**src/hdl/tkf_pkg.sv**
```systemverilog
// tilt kalman fusion package: fixed-point constants, unit request/response
// structs, state enums, saturation and the cordic arctangent table
// no dependencies
package tkf_pkg;

  localparam int FRAC_BITS = 16;
  localparam int MAG_W     = 34;
  localparam int NUM_W     = 48;
  localparam int ANG_W     = 34;
  localparam int DEG_SHIFT = 32 - FRAC_BITS;

  localparam logic signed [31:0] ONE       = 32'sd1 <<< FRAC_BITS;
  localparam logic signed [31:0] NINETY    = 32'sd90 <<< FRAC_BITS;
  localparam logic [31:0]        TENTH     = ((32'd1 << FRAC_BITS) + 32'd5) / 32'd10;
  localparam logic [31:0]        ACC_NOISE = 32'd5 << FRAC_BITS;
  localparam logic [MAG_W-1:0]   DT_DIV    = MAG_W'(1000000);
  localparam logic [MAG_W-1:0]   GYRO_DIV  = MAG_W'(656);
  localparam logic [MAG_W-1:0]   DEG_MUL   = MAG_W'(360);

  localparam logic [1:0] REG_RANGE     = 2'd0;
  localparam logic [1:0] REG_GYRO_VAR  = 2'd1;
  localparam logic [1:0] REG_RATE_VAR  = 2'd2;
  localparam logic [1:0] REG_ACCEL_VAR = 2'd3;

  typedef enum logic [1:0] {
    ST_IDLE,
    ST_ISSUE,
    ST_WAIT,
    ST_OUT
  } tkf_st_e;

  typedef enum logic [1:0] {
    U_IDLE,
    U_RUN,
    U_FIN
  } unit_st_e;

  typedef enum logic [4:0] {
    OP_DT,
    OP_CRD_R,
    OP_DEG_R,
    OP_CRD_P,
    OP_DEG_P,
    OP_RATE_R,
    OP_RATE_P,
    OP_INT_R,
    OP_INT_P,
    OP_DCR,
    OP_DT_T,
    OP_GNV,
    OP_RNV,
    OP_KX,
    OP_KV,
    OP_COR_R,
    OP_COR_P,
    OP_CA,
    OP_CC,
    OP_CR
  } op_e;

  typedef struct packed {
    logic                    start;
    logic                    deg;
    logic signed [MAG_W-1:0] a;
    logic signed [MAG_W-1:0] b;
  } mul_req_t;

  typedef struct packed {
    logic               done;
    logic signed [31:0] res;
  } mul_rsp_t;

  typedef struct packed {
    logic             start;
    logic             neg;
    logic [NUM_W-1:0] num;
    logic [MAG_W-1:0] den;
  } div_req_t;

  typedef struct packed {
    logic               done;
    logic signed [31:0] res;
  } div_rsp_t;

  typedef struct packed {
    logic               start;
    logic signed [15:0] y;
    logic signed [15:0] x;
  } cor_req_t;

  typedef struct packed {
    logic                    done;
    logic signed [ANG_W-1:0] ba;
  } cor_rsp_t;

  function automatic logic signed [31:0] sat32(input logic signed [47:0] v);
    if (v > 48'sd2147483647) begin
      return 32'sh7fffffff;
    end else if (v < -48'sd2147483648) begin
      return 32'sh80000000;
    end else begin
      return v[31:0];
    end
  endfunction

  function automatic logic signed [ANG_W-1:0] atan_lut(input logic [4:0] k);
    logic [31:0] v;
    case (k)
      5'd0:  v = 32'h20000000;
      5'd1:  v = 32'h12E4051E;
      5'd2:  v = 32'h09FB385B;
      5'd3:  v = 32'h051111D4;
      5'd4:  v = 32'h028B0D43;
      5'd5:  v = 32'h0145D7E1;
      5'd6:  v = 32'h00A2F61E;
      5'd7:  v = 32'h00517C55;
      5'd8:  v = 32'h0028BE53;
      5'd9:  v = 32'h00145F2F;
      5'd10: v = 32'h000A2F98;
      5'd11: v = 32'h000517CC;
      5'd12: v = 32'h00028BE6;
      5'd13: v = 32'h000145F3;
      5'd14: v = 32'h0000A2FA;
      5'd15: v = 32'h0000517D;
      5'd16: v = 32'h000028BE;
      5'd17: v = 32'h0000145F;
      5'd18: v = 32'h00000A30;
      5'd19: v = 32'h00000518;
      5'd20: v = 32'h0000028C;
      5'd21: v = 32'h00000146;
      5'd22: v = 32'h000000A3;
      5'd23: v = 32'h00000051;
      5'd24: v = 32'h00000029;
      5'd25: v = 32'h00000014;
      5'd26: v = 32'h0000000A;
      5'd27: v = 32'h00000005;
      5'd28: v = 32'h00000003;
      5'd29: v = 32'h00000001;
      5'd30: v = 32'h00000001;
      default: v = 32'h00000000;
    endcase
    return {2'b00, v};
  endfunction

endpackage

```
**src/hdl/tkf_if.sv**
```systemverilog
// tilt kalman fusion channel interfaces: raw sample input and filtered output
// valid/ready handshake, no dependencies
interface tkf_in_if;
  logic               valid;
  logic               ready;
  logic signed [15:0] accel_x;
  logic signed [15:0] accel_y;
  logic signed [15:0] accel_z;
  logic signed [15:0] gyro_x;
  logic signed [15:0] gyro_y;
  logic [19:0]        elapsed_us;

  modport source (
    output valid, accel_x, accel_y, accel_z, gyro_x, gyro_y, elapsed_us,
    input  ready
  );
  modport sink (
    input  valid, accel_x, accel_y, accel_z, gyro_x, gyro_y, elapsed_us,
    output ready
  );
endinterface

interface tkf_out_if;
  logic               valid;
  logic               ready;
  logic signed [31:0] roll_angle;
  logic signed [31:0] pitch_angle;
  logic [16:0]        gain;

  modport source (
    output valid, roll_angle, pitch_angle, gain,
    input  ready
  );
  modport sink (
    input  valid, roll_angle, pitch_angle, gain,
    output ready
  );
endinterface

```
**src/hdl/tkf_mul.sv**
```systemverilog
// bit-serial signed multiplier with rounded right shift and 32-bit saturation
// depends on tkf_pkg
module tkf_mul (
  input  logic             clk_i,
  input  logic             rst_ni,
  input  tkf_pkg::mul_req_t req_i,
  output tkf_pkg::mul_rsp_t rsp_o
);
  import tkf_pkg::*;

  localparam int PW = 2 * MAG_W;
  localparam int CW = $clog2(MAG_W);

  unit_st_e         state_q, state_d;
  logic [CW-1:0]    cnt_q;
  logic             done_q;
  logic [MAG_W-1:0] a_q, b_q;
  logic [PW-1:0]    p_q;
  logic             neg_q, deg_q;
  logic signed [31:0] res_q;

  logic [MAG_W:0]   sum;
  logic [PW-1:0]    rnd, sh;
  logic signed [31:0] res_d;

  always_comb begin
    state_d = state_q;
    case (state_q)
      U_IDLE: begin
        if (req_i.start) state_d = U_RUN;
      end
      U_RUN: begin
        if (cnt_q == CW'(MAG_W - 1)) state_d = U_FIN;
      end
      U_FIN: state_d = U_IDLE;
      default: state_d = U_IDLE;
    endcase
  end

  always_comb begin
    sum = {1'b0, p_q[PW-1:MAG_W]} + (b_q[0] ? {1'b0, a_q} : '0);
    if (deg_q) begin
      rnd = p_q + (PW'(1) << (DEG_SHIFT - 1));
      sh  = rnd >> DEG_SHIFT;
    end else begin
      rnd = p_q + (PW'(1) << (FRAC_BITS - 1));
      sh  = rnd >> FRAC_BITS;
    end
    if (!neg_q) begin
      res_d = (sh > PW'(32'h7fffffff)) ? 32'sh7fffffff : sh[31:0];
    end else begin
      res_d = (sh > PW'(33'h80000000)) ? 32'sh80000000 : -sh[31:0];
    end
  end

  always_ff @(posedge clk_i or negedge rst_ni) begin
    if (!rst_ni) begin
      state_q <= U_IDLE;
      cnt_q   <= '0;
      done_q  <= 1'b0;
    end else begin
      state_q <= state_d;
      done_q  <= (state_q == U_FIN);
      if (state_q == U_RUN) begin
        cnt_q <= cnt_q + CW'(1);
      end else begin
        cnt_q <= '0;
      end
    end
  end

  always_ff @(posedge clk_i) begin
    case (state_q)
      U_IDLE: begin
        if (req_i.start) begin
          a_q   <= req_i.a[MAG_W-1] ? -req_i.a : req_i.a;
          b_q   <= req_i.b[MAG_W-1] ? -req_i.b : req_i.b;
          p_q   <= '0;
          neg_q <= req_i.a[MAG_W-1] ^ req_i.b[MAG_W-1];
          deg_q <= req_i.deg;
        end
      end
      U_RUN: begin
        p_q <= {sum, p_q[MAG_W-1:1]};
        b_q <= b_q >> 1;
      end
      U_FIN: res_q <= res_d;
      default: ;
    endcase
  end

  assign rsp_o.done = done_q;
  assign rsp_o.res  = res_q;

endmodule

```
**src/hdl/tkf_div.sv**
```systemverilog
// bit-serial restoring divider, quotient rounded half away from zero,
// signed result saturated to 32 bits; depends on tkf_pkg
module tkf_div (
  input  logic             clk_i,
  input  logic             rst_ni,
  input  tkf_pkg::div_req_t req_i,
  output tkf_pkg::div_rsp_t rsp_o
);
  import tkf_pkg::*;

  localparam int CW = $clog2(NUM_W);

  unit_st_e         state_q, state_d;
  logic [CW-1:0]    cnt_q;
  logic             done_q;
  logic [NUM_W-1:0] q_q;
  logic [MAG_W-1:0] d_q, rem_q;
  logic             neg_q;
  logic signed [31:0] res_q;

  logic [MAG_W+1:0] trial;
  logic signed [31:0] res_d;

  always_comb begin
    state_d = state_q;
    case (state_q)
      U_IDLE: begin
        if (req_i.start) state_d = U_RUN;
      end
      U_RUN: begin
        if (cnt_q == CW'(NUM_W - 1)) state_d = U_FIN;
      end
      U_FIN: state_d = U_IDLE;
      default: state_d = U_IDLE;
    endcase
  end

  always_comb begin
    trial = {1'b0, rem_q, q_q[NUM_W-1]} - {2'b00, d_q};
    if (!neg_q) begin
      res_d = (q_q > NUM_W'(32'h7fffffff)) ? 32'sh7fffffff : q_q[31:0];
    end else begin
      res_d = (q_q > NUM_W'(33'h80000000)) ? 32'sh80000000 : -q_q[31:0];
    end
  end

  always_ff @(posedge clk_i or negedge rst_ni) begin
    if (!rst_ni) begin
      state_q <= U_IDLE;
      cnt_q   <= '0;
      done_q  <= 1'b0;
    end else begin
      state_q <= state_d;
      done_q  <= (state_q == U_FIN);
      if (state_q == U_RUN) begin
        cnt_q <= cnt_q + CW'(1);
      end else begin
        cnt_q <= '0;
      end
    end
  end

  always_ff @(posedge clk_i) begin
    case (state_q)
      U_IDLE: begin
        if (req_i.start) begin
          q_q   <= req_i.num + NUM_W'(req_i.den >> 1);
          d_q   <= req_i.den;
          rem_q <= '0;
          neg_q <= req_i.neg;
        end
      end
      U_RUN: begin
        if (!trial[MAG_W+1]) begin
          rem_q <= trial[MAG_W-1:0];
          q_q   <= {q_q[NUM_W-2:0], 1'b1};
        end else begin
          rem_q <= {rem_q[MAG_W-2:0], q_q[NUM_W-1]};
          q_q   <= {q_q[NUM_W-2:0], 1'b0};
        end
      end
      U_FIN: res_q <= res_d;
      default: ;
    endcase
  end

  assign rsp_o.done = done_q;
  assign rsp_o.res  = res_q;

endmodule

```
**src/hdl/tkf_cordic.sv**
```systemverilog
// iterative vectoring cordic, one micro-rotation per cycle, atan2 in binary
// angle units; depends on tkf_pkg
module tkf_cordic #(
  parameter int CORDIC_STEPS = 16
) (
  input  logic             clk_i,
  input  logic             rst_ni,
  input  tkf_pkg::cor_req_t req_i,
  output tkf_pkg::cor_rsp_t rsp_o
);
  import tkf_pkg::*;

  localparam int CW = $clog2(CORDIC_STEPS);

  unit_st_e                state_q, state_d;
  logic [CW-1:0]           cnt_q;
  logic                    done_q;
  logic signed [ANG_W-1:0] x_q, y_q, acc_q, ba_q;
  logic                    zero_q;

  logic signed [ANG_W-1:0] xs, ys, shx, shy;
  logic [4:0]              k;

  always_comb begin
    state_d = state_q;
    case (state_q)
      U_IDLE: begin
        if (req_i.start) state_d = U_RUN;
      end
      U_RUN: begin
        if (cnt_q == CW'(CORDIC_STEPS - 1)) state_d = U_FIN;
      end
      U_FIN: state_d = U_IDLE;
      default: state_d = U_IDLE;
    endcase
  end

  always_comb begin
    xs  = {{2{req_i.x[15]}}, req_i.x, 16'h0000};
    ys  = {{2{req_i.y[15]}}, req_i.y, 16'h0000};
    k   = 5'(cnt_q);
    shx = x_q >>> k;
    shy = y_q >>> k;
  end

  always_ff @(posedge clk_i or negedge rst_ni) begin
    if (!rst_ni) begin
      state_q <= U_IDLE;
      cnt_q   <= '0;
      done_q  <= 1'b0;
    end else begin
      state_q <= state_d;
      done_q  <= (state_q == U_FIN);
      if (state_q == U_RUN) begin
        cnt_q <= cnt_q + CW'(1);
      end else begin
        cnt_q <= '0;
      end
    end
  end

  always_ff @(posedge clk_i) begin
    case (state_q)
      U_IDLE: begin
        if (req_i.start) begin
          zero_q <= (req_i.x == 16'sd0) && (req_i.y == 16'sd0);
          if (req_i.x[15]) begin
            x_q   <= -xs;
            y_q   <= -ys;
            acc_q <= req_i.y[15] ? -(ANG_W'(1) <<< 31) : (ANG_W'(1) <<< 31);
          end else begin
            x_q   <= xs;
            y_q   <= ys;
            acc_q <= '0;
          end
        end
      end
      U_RUN: begin
        if (!y_q[ANG_W-1]) begin
          x_q   <= x_q + shy;
          y_q   <= y_q - shx;
          acc_q <= acc_q + atan_lut(k);
        end else begin
          x_q   <= x_q - shy;
          y_q   <= y_q + shx;
          acc_q <= acc_q - atan_lut(k);
        end
      end
      U_FIN: ba_q <= zero_q ? '0 : acc_q;
      default: ;
    endcase
  end

  assign rsp_o.done = done_q;
  assign rsp_o.ba   = ba_q;

endmodule

```
**src/hdl/tilt_kalman_fusion_top.sv**
```systemverilog
// tilt kalman fusion top: apb registers, operation sequencer and filter state
// depends on tkf_pkg, tkf_if, tkf_mul, tkf_div, tkf_cordic
//
// channel   direction  width  content
// in_i      sink       100    accel x/y/z, gyro x/y, elapsed_us
// out_o     source     81     roll_angle, pitch_angle, gain
// apb       slave      32     gyro_range, three noise variances
//
// one sample runs five serial divides, thirteen serial multiplies and two cordic
// runs, plus the idle and output states, all issued one at a time.
// a new sample is taken once the previous result is in the output register;
// a stalled output holds the next result in the sequencer until the transfer.
// reset restores registers and filter state in the same cycle.
module tilt_kalman_fusion_top #(
  parameter int CORDIC_STEPS = 16
) (
  input  logic          clk_i,
  input  logic          rst_ni,
  tkf_in_if.sink        in_i,
  tkf_out_if.source     out_o,
  input  logic          psel,
  input  logic          penable,
  input  logic          pwrite,
  input  logic [3:0]    paddr,
  input  logic [31:0]   pwdata,
  output logic [31:0]   prdata,
  output logic          pready
);
  import tkf_pkg::*;

  tkf_st_e  state_q, state_d;
  op_e      op_q, op_d;

  logic [1:0]  range_q;
  logic [31:0] gnv_q, rnv_q, anv_q;

  logic signed [15:0] ax_q, ay_q, az_q, gx_q, gy_q;
  logic [19:0]        us_q;
  logic               started_q;

  logic signed [31:0] roll_q, pitch_q, ca_q, cr_q, cc_q;
  logic signed [31:0] dt_q, rr_q, rp_q, ar_q, ap_q, t_q, kv_q;
  logic signed [ANG_W-1:0] ba_q;
  logic [16:0]        kx_q;

  logic               out_valid_q;
  logic signed [31:0] out_roll_q, out_pitch_q;
  logic [16:0]        out_gain_q;

  mul_req_t mreq;
  mul_rsp_t mrsp;
  div_req_t dreq;
  div_rsp_t drsp;
  cor_req_t creq;
  cor_rsp_t crsp;

  logic              use_div, use_cor, unit_done, issue, out_load, wb;
  logic signed [34:0] s;
  logic              s_pos;
  logic [31:0]       ca_mag, cc_mag;
  logic [18:0]       gx5, gy5;
  logic [15:0]       gx_mag, gy_mag;
  logic signed [MAG_W-1:0] omk;
  logic signed [31:0] m, dq;

  tkf_mul u_mul (.clk_i, .rst_ni, .req_i(mreq), .rsp_o(mrsp));
  tkf_div u_div (.clk_i, .rst_ni, .req_i(dreq), .rsp_o(drsp));
  tkf_cordic #(.CORDIC_STEPS(CORDIC_STEPS)) u_cordic (
    .clk_i, .rst_ni, .req_i(creq), .rsp_o(crsp)
  );

  assign pready = 1'b1;

  always_comb begin
    case (paddr[3:2])
      REG_RANGE:     prdata = {30'd0, range_q};
      REG_GYRO_VAR:  prdata = gnv_q;
      REG_RATE_VAR:  prdata = rnv_q;
      REG_ACCEL_VAR: prdata = anv_q;
      default:       prdata = '0;
    endcase
  end

  always_ff @(posedge clk_i or negedge rst_ni) begin
    if (!rst_ni) begin
      range_q <= '0;
      gnv_q   <= TENTH;
      rnv_q   <= TENTH;
      anv_q   <= ACC_NOISE;
    end else if (psel && penable && pwrite) begin
      case (paddr[3:2])
        REG_RANGE:     range_q <= pwdata[1:0];
        REG_GYRO_VAR:  gnv_q   <= pwdata;
        REG_RATE_VAR:  rnv_q   <= pwdata;
        REG_ACCEL_VAR: anv_q   <= pwdata;
        default: ;
      endcase
    end
  end

  // operand selection for the current operation
  always_comb begin
    m  = mrsp.res;
    dq = drsp.res;
    s      = {{3{ca_q[31]}}, ca_q} + {3'b000, anv_q};
    s_pos  = !s[34] && (s != 35'sd0);
    ca_mag = ca_q[31] ? -ca_q : ca_q;
    cc_mag = cc_q[31] ? -cc_q : cc_q;
    gx_mag = gx_q[15] ? -gx_q : gx_q;
    gy_mag = gy_q[15] ? -gy_q : gy_q;
    gx5    = {1'b0, gx_mag, 2'b00} + {3'b000, gx_mag};
    gy5    = {1'b0, gy_mag, 2'b00} + {3'b000, gy_mag};
    omk    = MAG_W'(ONE) - MAG_W'(kx_q);

    use_div = op_q inside {OP_DT, OP_RATE_R, OP_RATE_P, OP_KX, OP_KV};
    use_cor = op_q inside {OP_CRD_R, OP_CRD_P};
    issue   = (state_q == ST_ISSUE);
    unit_done = use_div ? drsp.done : (use_cor ? crsp.done : mrsp.done);

    mreq = '0;
    dreq = '0;
    creq = '0;
    dreq.den = GYRO_DIV;
    case (op_q)
      OP_DT: begin
        dreq.num = started_q ? (NUM_W'(us_q) << FRAC_BITS) : '0;
        dreq.den = DT_DIV;
      end
      OP_CRD_R: begin
        creq.y = az_q;
        creq.x = ay_q;
      end
      OP_CRD_P: begin
        creq.y = az_q;
        creq.x = ax_q;
      end
      OP_DEG_R, OP_DEG_P: begin
        mreq.a   = ba_q;
        mreq.b   = DEG_MUL;
        mreq.deg = 1'b1;
      end
      OP_RATE_R: begin
        dreq.neg = gx_q[15];
        dreq.num = (NUM_W'(gx5) << FRAC_BITS) << range_q;
      end
      OP_RATE_P: begin
        dreq.neg = gy_q[15];
        dreq.num = (NUM_W'(gy5) << FRAC_BITS) << range_q;
      end
      OP_INT_R: begin
        mreq.a = MAG_W'(rr_q);
        mreq.b = MAG_W'(dt_q);
      end
      OP_INT_P: begin
        mreq.a = MAG_W'(rp_q);
        mreq.b = MAG_W'(dt_q);
      end
      OP_DCR: begin
        mreq.a = MAG_W'(dt_q);
        mreq.b = MAG_W'(cr_q);
      end
      OP_DT_T: begin
        mreq.a = MAG_W'(dt_q);
        mreq.b = MAG_W'(t_q);
      end
      OP_GNV: begin
        mreq.a = MAG_W'(dt_q);
        mreq.b = {2'b00, gnv_q};
      end
      OP_RNV: begin
        mreq.a = MAG_W'(dt_q);
        mreq.b = {2'b00, rnv_q};
      end
      OP_KX: begin
        dreq.neg = s_pos && ca_q[31];
        dreq.num = s_pos ? (NUM_W'(ca_mag) << FRAC_BITS) : '0;
        dreq.den = s_pos ? s[MAG_W-1:0] : MAG_W'(1);
      end
      OP_KV: begin
        dreq.neg = s_pos && cc_q[31];
        dreq.num = s_pos ? (NUM_W'(cc_mag) << FRAC_BITS) : '0;
        dreq.den = s_pos ? s[MAG_W-1:0] : MAG_W'(1);
      end
      OP_COR_R: begin
        mreq.a = MAG_W'(ar_q) - MAG_W'(roll_q);
        mreq.b = MAG_W'(kx_q);
      end
      OP_COR_P: begin
        mreq.a = MAG_W'(ap_q) - MAG_W'(pitch_q);
        mreq.b = MAG_W'(kx_q);
      end
      OP_CA: begin
        mreq.a = MAG_W'(ca_q);
        mreq.b = omk;
      end
      OP_CC: begin
        mreq.a = MAG_W'(cc_q);
        mreq.b = omk;
      end
      OP_CR: begin
        mreq.a = MAG_W'(kv_q);
        mreq.b = MAG_W'(cc_q);
      end
      default: ;
    endcase
    mreq.start = issue && !use_div && !use_cor;
    dreq.start = issue && use_div;
    creq.start = issue && use_cor;
  end

  always_comb begin
    state_d  = state_q;
    op_d     = op_q;
    out_load = 1'b0;
    wb       = 1'b0;
    in_i.ready = (state_q == ST_IDLE);
    case (state_q)
      ST_IDLE: begin
        if (in_i.valid) begin
          state_d = ST_ISSUE;
          op_d    = OP_DT;
        end
      end
      ST_ISSUE: state_d = ST_WAIT;
      ST_WAIT: begin
        if (unit_done) begin
          wb = 1'b1;
          if (op_q == OP_CR) begin
            state_d = ST_OUT;
          end else begin
            state_d = ST_ISSUE;
            op_d    = op_e'(op_q + 5'd1);
          end
        end
      end
      ST_OUT: begin
        if (!out_valid_q || out_o.ready) begin
          out_load = 1'b1;
          state_d  = ST_IDLE;
        end
      end
      default: state_d = ST_IDLE;
    endcase
  end

  always_ff @(posedge clk_i or negedge rst_ni) begin
    if (!rst_ni) begin
      state_q     <= ST_IDLE;
      op_q        <= OP_DT;
      out_valid_q <= 1'b0;
    end else begin
      state_q <= state_d;
      op_q    <= op_d;
      if (out_load) begin
        out_valid_q <= 1'b1;
      end else if (out_o.ready) begin
        out_valid_q <= 1'b0;
      end
    end
  end

  always_ff @(posedge clk_i) begin
    if (in_i.valid && in_i.ready) begin
      ax_q <= in_i.accel_x;
      ay_q <= in_i.accel_y;
      az_q <= in_i.accel_z;
      gx_q <= in_i.gyro_x;
      gy_q <= in_i.gyro_y;
      us_q <= in_i.elapsed_us;
    end
    if (out_load) begin
      out_roll_q  <= roll_q;
      out_pitch_q <= pitch_q;
      out_gain_q  <= kx_q;
    end
  end

  // filter state and per-operation results
  always_ff @(posedge clk_i or negedge rst_ni) begin
    if (!rst_ni) begin
      started_q <= 1'b0;
      roll_q    <= '0;
      pitch_q   <= '0;
      ca_q      <= TENTH;
      cr_q      <= TENTH;
      cc_q      <= TENTH;
      dt_q      <= '0;
      rr_q      <= '0;
      rp_q      <= '0;
      ar_q      <= '0;
      ap_q      <= '0;
      t_q       <= '0;
      kv_q      <= '0;
      kx_q      <= '0;
      ba_q      <= '0;
    end else if (wb) begin
      case (op_q)
        OP_DT: begin
          dt_q      <= dq;
          started_q <= 1'b1;
        end
        OP_CRD_R, OP_CRD_P: ba_q <= crsp.ba;
        OP_DEG_R:  ar_q <= sat32(48'(NINETY) - 48'(m));
        OP_DEG_P:  ap_q <= sat32(48'(m) - 48'(NINETY));
        OP_RATE_R: rr_q <= dq;
        OP_RATE_P: rp_q <= dq;
        OP_INT_R:  roll_q <= sat32(48'(roll_q) + 48'(m));
        OP_INT_P:  pitch_q <= sat32(48'(pitch_q) + 48'(m));
        OP_DCR: begin
          t_q  <= sat32((48'(cc_q) <<< 1) + 48'(m));
          cc_q <= sat32(48'(cc_q) + 48'(m));
        end
        OP_DT_T, OP_GNV: ca_q <= sat32(48'(ca_q) + 48'(m));
        OP_RNV: cr_q <= sat32(48'(cr_q) + 48'(m));
        OP_KX: begin
          if (dq[31]) begin
            kx_q <= '0;
          end else if (dq > ONE) begin
            kx_q <= ONE[16:0];
          end else begin
            kx_q <= dq[16:0];
          end
        end
        OP_KV:    kv_q <= dq;
        OP_COR_R: roll_q <= sat32(48'(roll_q) + 48'(m));
        OP_COR_P: pitch_q <= sat32(48'(pitch_q) + 48'(m));
        OP_CA:    ca_q <= m;
        OP_CC:    cc_q <= m;
        OP_CR:    cr_q <= sat32(48'(cr_q) - 48'(m));
        default: ;
      endcase
    end
  end

  assign out_o.valid       = out_valid_q;
  assign out_o.roll_angle  = out_roll_q;
  assign out_o.pitch_angle = out_pitch_q;
  assign out_o.gain        = out_gain_q;

`ifndef SYNTHESIS
  a_one_unit: assert property (@(posedge clk_i) disable iff (!rst_ni)
    (mreq.start || dreq.start || creq.start) |->
      $onehot({mreq.start, dreq.start, creq.start}))
    else $error("more than one unit started");

  a_gain_range: assert property (@(posedge clk_i) disable iff (!rst_ni)
    kx_q <= ONE[16:0])
    else $error("gain above one");

  a_accept_seq: assert property (@(posedge clk_i) disable iff (!rst_ni)
    (in_i.valid && in_i.ready) |=> (state_q == ST_ISSUE) && (op_q == OP_DT))
    else $error("sample transfer did not start the sequence");

  a_out_load: assert property (@(posedge clk_i) disable iff (!rst_ni)
    out_load |=> out_valid_q)
    else $error("result not presented after load");
`endif

endmodule
```
**src/flat_wrapper.sv**
```systemverilog
// flat-port wrapper written by rule: the top's interface ports become plain ports
module tilt_kalman_fusion_top_flat import tkf_pkg::*;
#(
  parameter int CORDIC_STEPS = 16
)
  (clk_i, rst_ni, psel, penable, pwrite, paddr, pwdata, prdata, pready, in_i_valid, in_i_accel_x, in_i_accel_y, in_i_accel_z, in_i_gyro_x, in_i_gyro_y, in_i_elapsed_us, in_i_ready, out_o_valid, out_o_roll_angle, out_o_pitch_angle, out_o_gain, out_o_ready);
  tkf_in_if in_i_i ();
  tkf_out_if out_o_i ();
  input  logic clk_i;
  input  logic rst_ni;
  input  logic psel;
  input  logic penable;
  input  logic pwrite;
  input  logic [3:0] paddr;
  input  logic [31:0] pwdata;
  output logic [31:0] prdata;
  output logic pready;
  input wire logic [$bits(in_i_i.valid)-1:0] in_i_valid;
  input wire logic [$bits(in_i_i.accel_x)-1:0] in_i_accel_x;
  input wire logic [$bits(in_i_i.accel_y)-1:0] in_i_accel_y;
  input wire logic [$bits(in_i_i.accel_z)-1:0] in_i_accel_z;
  input wire logic [$bits(in_i_i.gyro_x)-1:0] in_i_gyro_x;
  input wire logic [$bits(in_i_i.gyro_y)-1:0] in_i_gyro_y;
  input wire logic [$bits(in_i_i.elapsed_us)-1:0] in_i_elapsed_us;
  output wire logic [$bits(in_i_i.ready)-1:0] in_i_ready;
  output wire logic [$bits(out_o_i.valid)-1:0] out_o_valid;
  output wire logic [$bits(out_o_i.roll_angle)-1:0] out_o_roll_angle;
  output wire logic [$bits(out_o_i.pitch_angle)-1:0] out_o_pitch_angle;
  output wire logic [$bits(out_o_i.gain)-1:0] out_o_gain;
  input wire logic [$bits(out_o_i.ready)-1:0] out_o_ready;
  assign in_i_i.valid = in_i_valid;
  assign in_i_i.accel_x = in_i_accel_x;
  assign in_i_i.accel_y = in_i_accel_y;
  assign in_i_i.accel_z = in_i_accel_z;
  assign in_i_i.gyro_x = in_i_gyro_x;
  assign in_i_i.gyro_y = in_i_gyro_y;
  assign in_i_i.elapsed_us = in_i_elapsed_us;
  assign in_i_ready = in_i_i.ready;
  assign out_o_valid = out_o_i.valid;
  assign out_o_roll_angle = out_o_i.roll_angle;
  assign out_o_pitch_angle = out_o_i.pitch_angle;
  assign out_o_gain = out_o_i.gain;
  assign out_o_i.ready = out_o_ready;
  tilt_kalman_fusion_top #(.CORDIC_STEPS(CORDIC_STEPS)) u_core (.clk_i(clk_i), .rst_ni(rst_ni), .in_i(in_i_i), .out_o(out_o_i), .psel(psel), .penable(penable), .pwrite(pwrite), .paddr(paddr), .pwdata(pwdata), .prdata(prdata), .pready(pready));
endmodule
```
**config.mk**
```make
export PLATFORM = sky130hd
export DESIGN_NAME = tilt_kalman_fusion_top_flat
export DESIGN_NICKNAME = d
export VERILOG_FILES = /design/src/hdl/tkf_pkg.sv /design/src/hdl/tkf_if.sv /design/src/hdl/tkf_mul.sv /design/src/hdl/tkf_div.sv /design/src/hdl/tkf_cordic.sv /design/src/hdl/tilt_kalman_fusion_top.sv /design/src/flat_wrapper.sv
export SDC_FILE = /design/constraint.sdc
export NUM_CORES = 2
export LEC_CHECK = 0
export BUFFER_PORTS_ARGS = -buffer_cell sky130_fd_sc_hd__buf_4
export CAP_MARGIN = 15
export CORE_AREA = 5 5 439 527
export DETAILED_ROUTE_END_ITERATION = 6
export DIE_AREA = 0 0 444 532
export PLACE_DENSITY = 0.56
export SKIP_CTS_REPAIR_TIMING = 1
export SLEW_MARGIN = 20
export SYNTH_ARGS = -nofsm -noshare
export SYNTH_HDL_FRONTEND = slang
export SYNTH_SLANG_ARGS = --single-unit
```
**constraint.sdc**
```tcl
create_clock -name clk_i -period 18.5 [get_ports clk_i]
set_clock_uncertainty 0.1 [all_clocks]
set_input_delay 3.7 -clock clk_i [delete_from_list [all_inputs] [get_ports clk_i]]
set_output_delay 3.7 -clock clk_i [all_outputs]
set_load 0.01 [all_outputs]
```
; After elaboration in Yosys (flattened, before gate mapping)
; Memory sizes are Yosys's and may differ from the RTL's.
; Cells that the tools add are included.
[classes]
bitwise_logic = 1
addsub = 39
n_reduce_logical = 70
shifts = 4
n_eq_ne = 44
order_cmp = 23
muxes = 102
[op_table]
columns = operator, n
row1 = two-way mux 32 bit, 30
row2 = one-hot mux 68 bit (12 select lines), 1
row3 = two-way mux 34 bit, 16
row4 = "greater-than comparator 48 x 32 -> 1 bit, second input constant", 10
row5 = "< comparator 48 x 32 -> 1 bit, second input constant", 9
row6 = one-hot mux 34 bit (2 select lines), 6
row7 = one-hot mux 32 bit (2 select lines), 4
row8 = one-hot mux 48 bit (5 select lines), 1
row9 = adder 32 x 32 -> 33 bit, 5
row10 = two-way mux 48 bit, 3
row11 = one-hot mux 68 bit (2 select lines), 1
row12 = negation 32 bit, 4
row13 = one-hot mux 32 bit (4 select lines), 1
row14 = subtractor 32 x 32 -> 33 bit, 3
row15 = one-hot mux 48 bit (2 select lines), 1
row16 = << shifter 35 x 2 -> 48 bit, 2
row17 = adder 34 bit, 2
row18 = "adder 68 x 16 -> 68 bit, second input constant", 1
row19 = two-way mux 68 bit, 1
row20 = negation 32 -> 34 bit, 2
row21 = negation 34 bit, 2
row22 = >>> shifter 34 x 4 -> 34 bit, 2
row23 = subtractor 34 bit, 2
row24 = AND reduction 2 bit, 27
row25 = 56 further kinds, 147
[word_totals]
output_inout_bits = 116
register_bits = 1203
mem_bits_ro = 1920
n_memories = 2
elab_cells = 341
input_bits = 143
[mem_list]
columns = name, words, word_bits, read_ports, rd_ports_with_merged_regs, wr, line_no
row1 = (no name shown), 32, 30, 1, 0, 0, tkf_pkg.sv:108  ; case (k)
row2 = (no name shown), 32, 30, 1, 0, 0, tkf_pkg.sv:108

; Logic depth before layout (Yosys ltp)
[depth]
word_depth = 8
depth_mapped = 34
ltp_nobuf = 30

; Cells and area by module
; A second synthesis with hierarchy kept.
[hier_totals]
cells_unflattened = 9988
hier_area_um2 = 92234.7
[modules_own_cells]
columns = mod, cells_each, area_per_inst_um2, seq_area_each_um2, instances
row1 = tilt_kalman_fusion_top, 5734, 52649.2, 19044.5, 1
row2 = tkf_cordic, 1933, 17311.6, 4289.1, 1
row3 = tkf_mul, 1219, 11642.4, 4849.7, 1
row4 = tkf_div, 1102, 10631.4, 4699.5, 1

; Worst setup path after synthesis
; Ideal clock, no wire load.
[synth_timing]
kind = reg-to-reg
startpoint = register u_core.op_q[1]
endpoint = register u_core.u_cordic.state_q[0]
setup_time_ns = 0.114
path_buffers = 2
arrival_ns = 9.779
stages_incl_launch_ff = 10
slack_ns = 8.507
required_ns = 18.286
synth_period_minus_slack_ns = 9.993
cell_sequence = dfrtp_1 > inv_1 > ha_1 > clkbuf_1 > nor2b_1 > and2_1 > clkbuf_1 > nor2_1 > o31ai_1 > and2_1
[synth_between]
elab_chain_cells = 5
word_cells_on_any_way = 6
cone_classes = eq/ne: 3 / reduce/logical: 3
[synth_rtl]
columns = item, line_no
row1 = start: declaration, tilt_kalman_fusion_top.sv:32  ; op_e op_q, op_d;
row2 = start signal: assignment, tilt_kalman_fusion_top.sv:253  ; op_q <= op_d;
row3 = equality test 5 x 1 -> 1 bit / equality test 5 x 2 -> 1 bit (equally long branches), tilt_kalman_fusion_top.sv:116  ; use_cor = op_q inside {OP_CRD_R, OP_CRD_P};
row4 = nonzero test 2 bit (*), tilt_kalman_fusion_top.sv:116
row5 = logical AND 1 bit (*), tilt_kalman_fusion_top.sv:208  ; creq.start = issue && use_cor;
row6 = inequality test 2 x 1 -> 1 bit (no source line) (*), -
row7 = AND reduction 2 bit (no source line) (*), -
row8 = end signal: assignment, tkf_cordic.sv:52  ; state_q <= state_d;
row9 = end: declaration, tkf_cordic.sv:15  ; unit_st_e state_q, state_d;
; Mark *: on every way between the ends. The rest lies on a longest branch, timed or not.
; A chain may end at the register's enable or synchronous reset.

; Worst setup path after layout
[layout_timing]
startpoint = input port paddr[2]
endpoint = output port prdata[17]
[layout_between]
elab_chain_cells = 2
word_cells_on_any_way = 5
cone_classes = eq/ne: 3 / mux: 1 / reduce/logical: 1
[layout_rtl]
columns = item, line_no
row1 = start: declaration, flat_wrapper.sv:14  ; input logic [3:0] paddr;
row2 = "equality test 2 bit, or another cell as far along", tilt_kalman_fusion_top.sv:75  ; case (paddr[3:2])
row3 = one-hot mux 32 bit (4 select lines) (*), tilt_kalman_fusion_top.sv:75
row4 = end: declaration, flat_wrapper.sv:16  ; output logic [31:0] prdata;
; Marked as above.

==> reports/qor.yml <==
grt-ovfl-total: 0
syn_inst: 9814
cp.arrival_ps: 5790
crit_fanout: 37
start_util: 0.398
drv_slew: 0
max_freq_mhz: 104
final_common_cell: "nand2_1"
synth_edf_count: 621
cts_tree: "yes"
regMostFlops: "u_core.u_mul.p_q"
avgSynthCellArea_sq_um: 9.13
dr_wl_met3_mm: 22.8
ctsRootBufferMaster: "clkbuf_16"
pre_cts_ws_ps: 8950
ys_ff_latch: 1188
crit_chain: "buf_4, nor2b_4, buf_4, a22o_1, buf_4"
path_clk_slew_ps: 60
slowest_stage: "buf_4"
drive_gt1_frac: 0.126
yosysWarnings: 0
fin_crit_ps: 9590
io_buffers: 255
cts-htree-levels: 4
synth-async-reset-ratio: 0.477
hold_viol_final: 0
wl_met2_mm: 166
setup_viol: 0
reg_top3: "u_core.u_mul.p_q x53, u_core.u_div.q_q x48"
power_density_nw_per_um2: 92.2
wl_per_cell_um: 27.9
hold_class: "reg -> reg"
cts_buffer_depth: 4
grt_max_degree: 155
die-area_sq_um: 236000
grt_pass1_vias: 77299
cp_top_family: "buffers and inverters"
rsz0062_at_grt: "false"
totalWireLength_mm: 364
wl_met1_mm: 139
layout_setup_ws_ps: 8910
p_int_mw: 6.06
viasPerCell: 6.14
path_buf_inv: 3
firstDrtPassIters: 7
ys_types: 101
p_clk_frac: 0.336
antenna_found_initial: 22
yosys_most_used_dff: "edfxtp_1"
max_slew.worst_pin.slew_ps: 1250
top_layer: "met5"
startpoint_type: "input pin"
timing.slew.headroom: 0.145
die_y_um: 532
nets: 10650
num_rows: 191
drt_iter0_markers: 7852
cts_sinks: 1188
syn2layout_area_growth_pct: 12.1
fin_crit_sh: 0.518
peakVddDrop_uv: 95.6
cts_buffers: 150
endpoint_kind: "primary output"
final_cell_mix: "nand2_1 (927), a21oi_1 (817), nor2_1 (744), o21ai_0 (660), edfxtp_1 (621)"
die_x_um: 444
path_common_cell: "buf_4"
critPathRequiredTime_ps: 14700
critPathKind: "in -> out"
p_comb_frac: 0.272
grt_pass1_wl_mm: 525
syn_area_sq_um: 89600
ios: 259
worst_path_largest_cell_delay_ps: 570
antenna_left: 0
power.switching_mw: 3.20
seqPwrFrac: 0.392
dpl.hpwl_mm: 279
largest_reg_flops: 53
fin_setup_tns_ps: 0
coreArea_sq_um: 225000
drc: 11
vias: 80016
p_leak_nw: 42.5
place_congestion: 1.00
switching_share: 0.346
grt_usage: 0.295
status: "complete, but fails checks"
ys_seq_area_frac: 0.367
cap_violations: 0
clock_latency_ps: 850
violations: "design-rule violations"
## through the flow
step	instances	area (sq um)	util	total power, mW	hold slack, ps
after global routing	13038	100000	0.445	9.69	393
after CTS	13026	100000	0.445	9.31	372
after global placement	12761	95300	0.423	6.11	343
after floorplan	9816	89600	-	5.21	323
final	13041	100000	0.446	9.26	377
after detailed placement	12762	95300	0.423	6.17	361
## synthesized netlist by cell type (128+ instances only)
cell type	instances	area, sq um
nor3_1	202	1010
a21o_1	185	1390
ha_1	565	7070
o21ai_0	661	3310
and2_1	128	801
nor2_1	753	2830
inv_1	372	1400
xnor2_1	429	3760
xor2_1	313	2740
clkbuf_1	410	1540
dfrtp_1	530	13300
nand3_1	244	1220
edfxtp_1	621	18600
a21oi_1	818	4090
mux2_2	320	3600
nand2_1	931	3490
## routing by layer
metal	global-route usage	vias up
li1	-	36651
met1	0.349	39300
met2	0.477	3143
met3	0.0425	910
met4	0.243	12
met5	0	-
## cell type report
cell class | instances | area (sq um)
flip-flops and latches | 1188 | 32900
diodes | 14 | 35.0
repair buffers | 443 | 3360
multi-input cells | 7766 | 53900
clock buffers | 200 | 4210
inverters | 375 | 1410
clock inverters | 64 | 848
well taps | 2991 | 3740
fillers | 21764 | 125000
## kinds of logic after synthesis
group | count (synthesis) | synth area share
AO/OA/AOI/OAI | 2894 | 0.207
XOR/XNOR | 742 | 0.0725
adder cells (fa/ha/maj) | 604 | 0.0853
buffers and inverters | 862 | 0.0364
flip-flops | 1188 | 0.367
multiplexers | 473 | 0.0672
other | 2 | 0.0000838
AND/OR/NAND/NOR | 3049 | 0.164
## path summary, 6_finish.rpt
| kind | startpoint | endpoint | slack, ps | cells past startpoint |
|---|---|---|---|---|
| hold / removal | u_core.u_cordic.ba_q[5] | u_core.ba_q[5] | 380 | 1 |
| hold reg to reg | u_core.u_cordic.ba_q[5] | u_core.ba_q[5] | 380 | 1 |
| min in group asynchronous | rst_ni | u_core.pitch_q[28] | 2790 | 1 |
| setup reg to reg | u_core.ca_q[1] | u_core.u_div.q_q[42] | 9530 | 28 |
| max in group asynchronous | rst_ni | u_core.gnv_q[2] | 11860 | 5 |
| setup / recovery | paddr[2] | prdata[17] | 8910 | 5 |
## power by group through the flow
| stage | logic [mW] | registers, mW | clock network (mW) |
|---|---|---|---|
| after floorplan | 1.70 | 3.51 | 0 |
| after global placement | 2.45 | 3.66 | 0 |
| after detailed placement | 2.50 | 3.67 | 0 |
| after CTS | 2.51 | 3.62 | 3.17 |
| after global routing | 2.76 | 3.66 | 3.27 |
| final | 2.52 | 3.63 | 3.11 |
(Power assumes the default switching activity.)
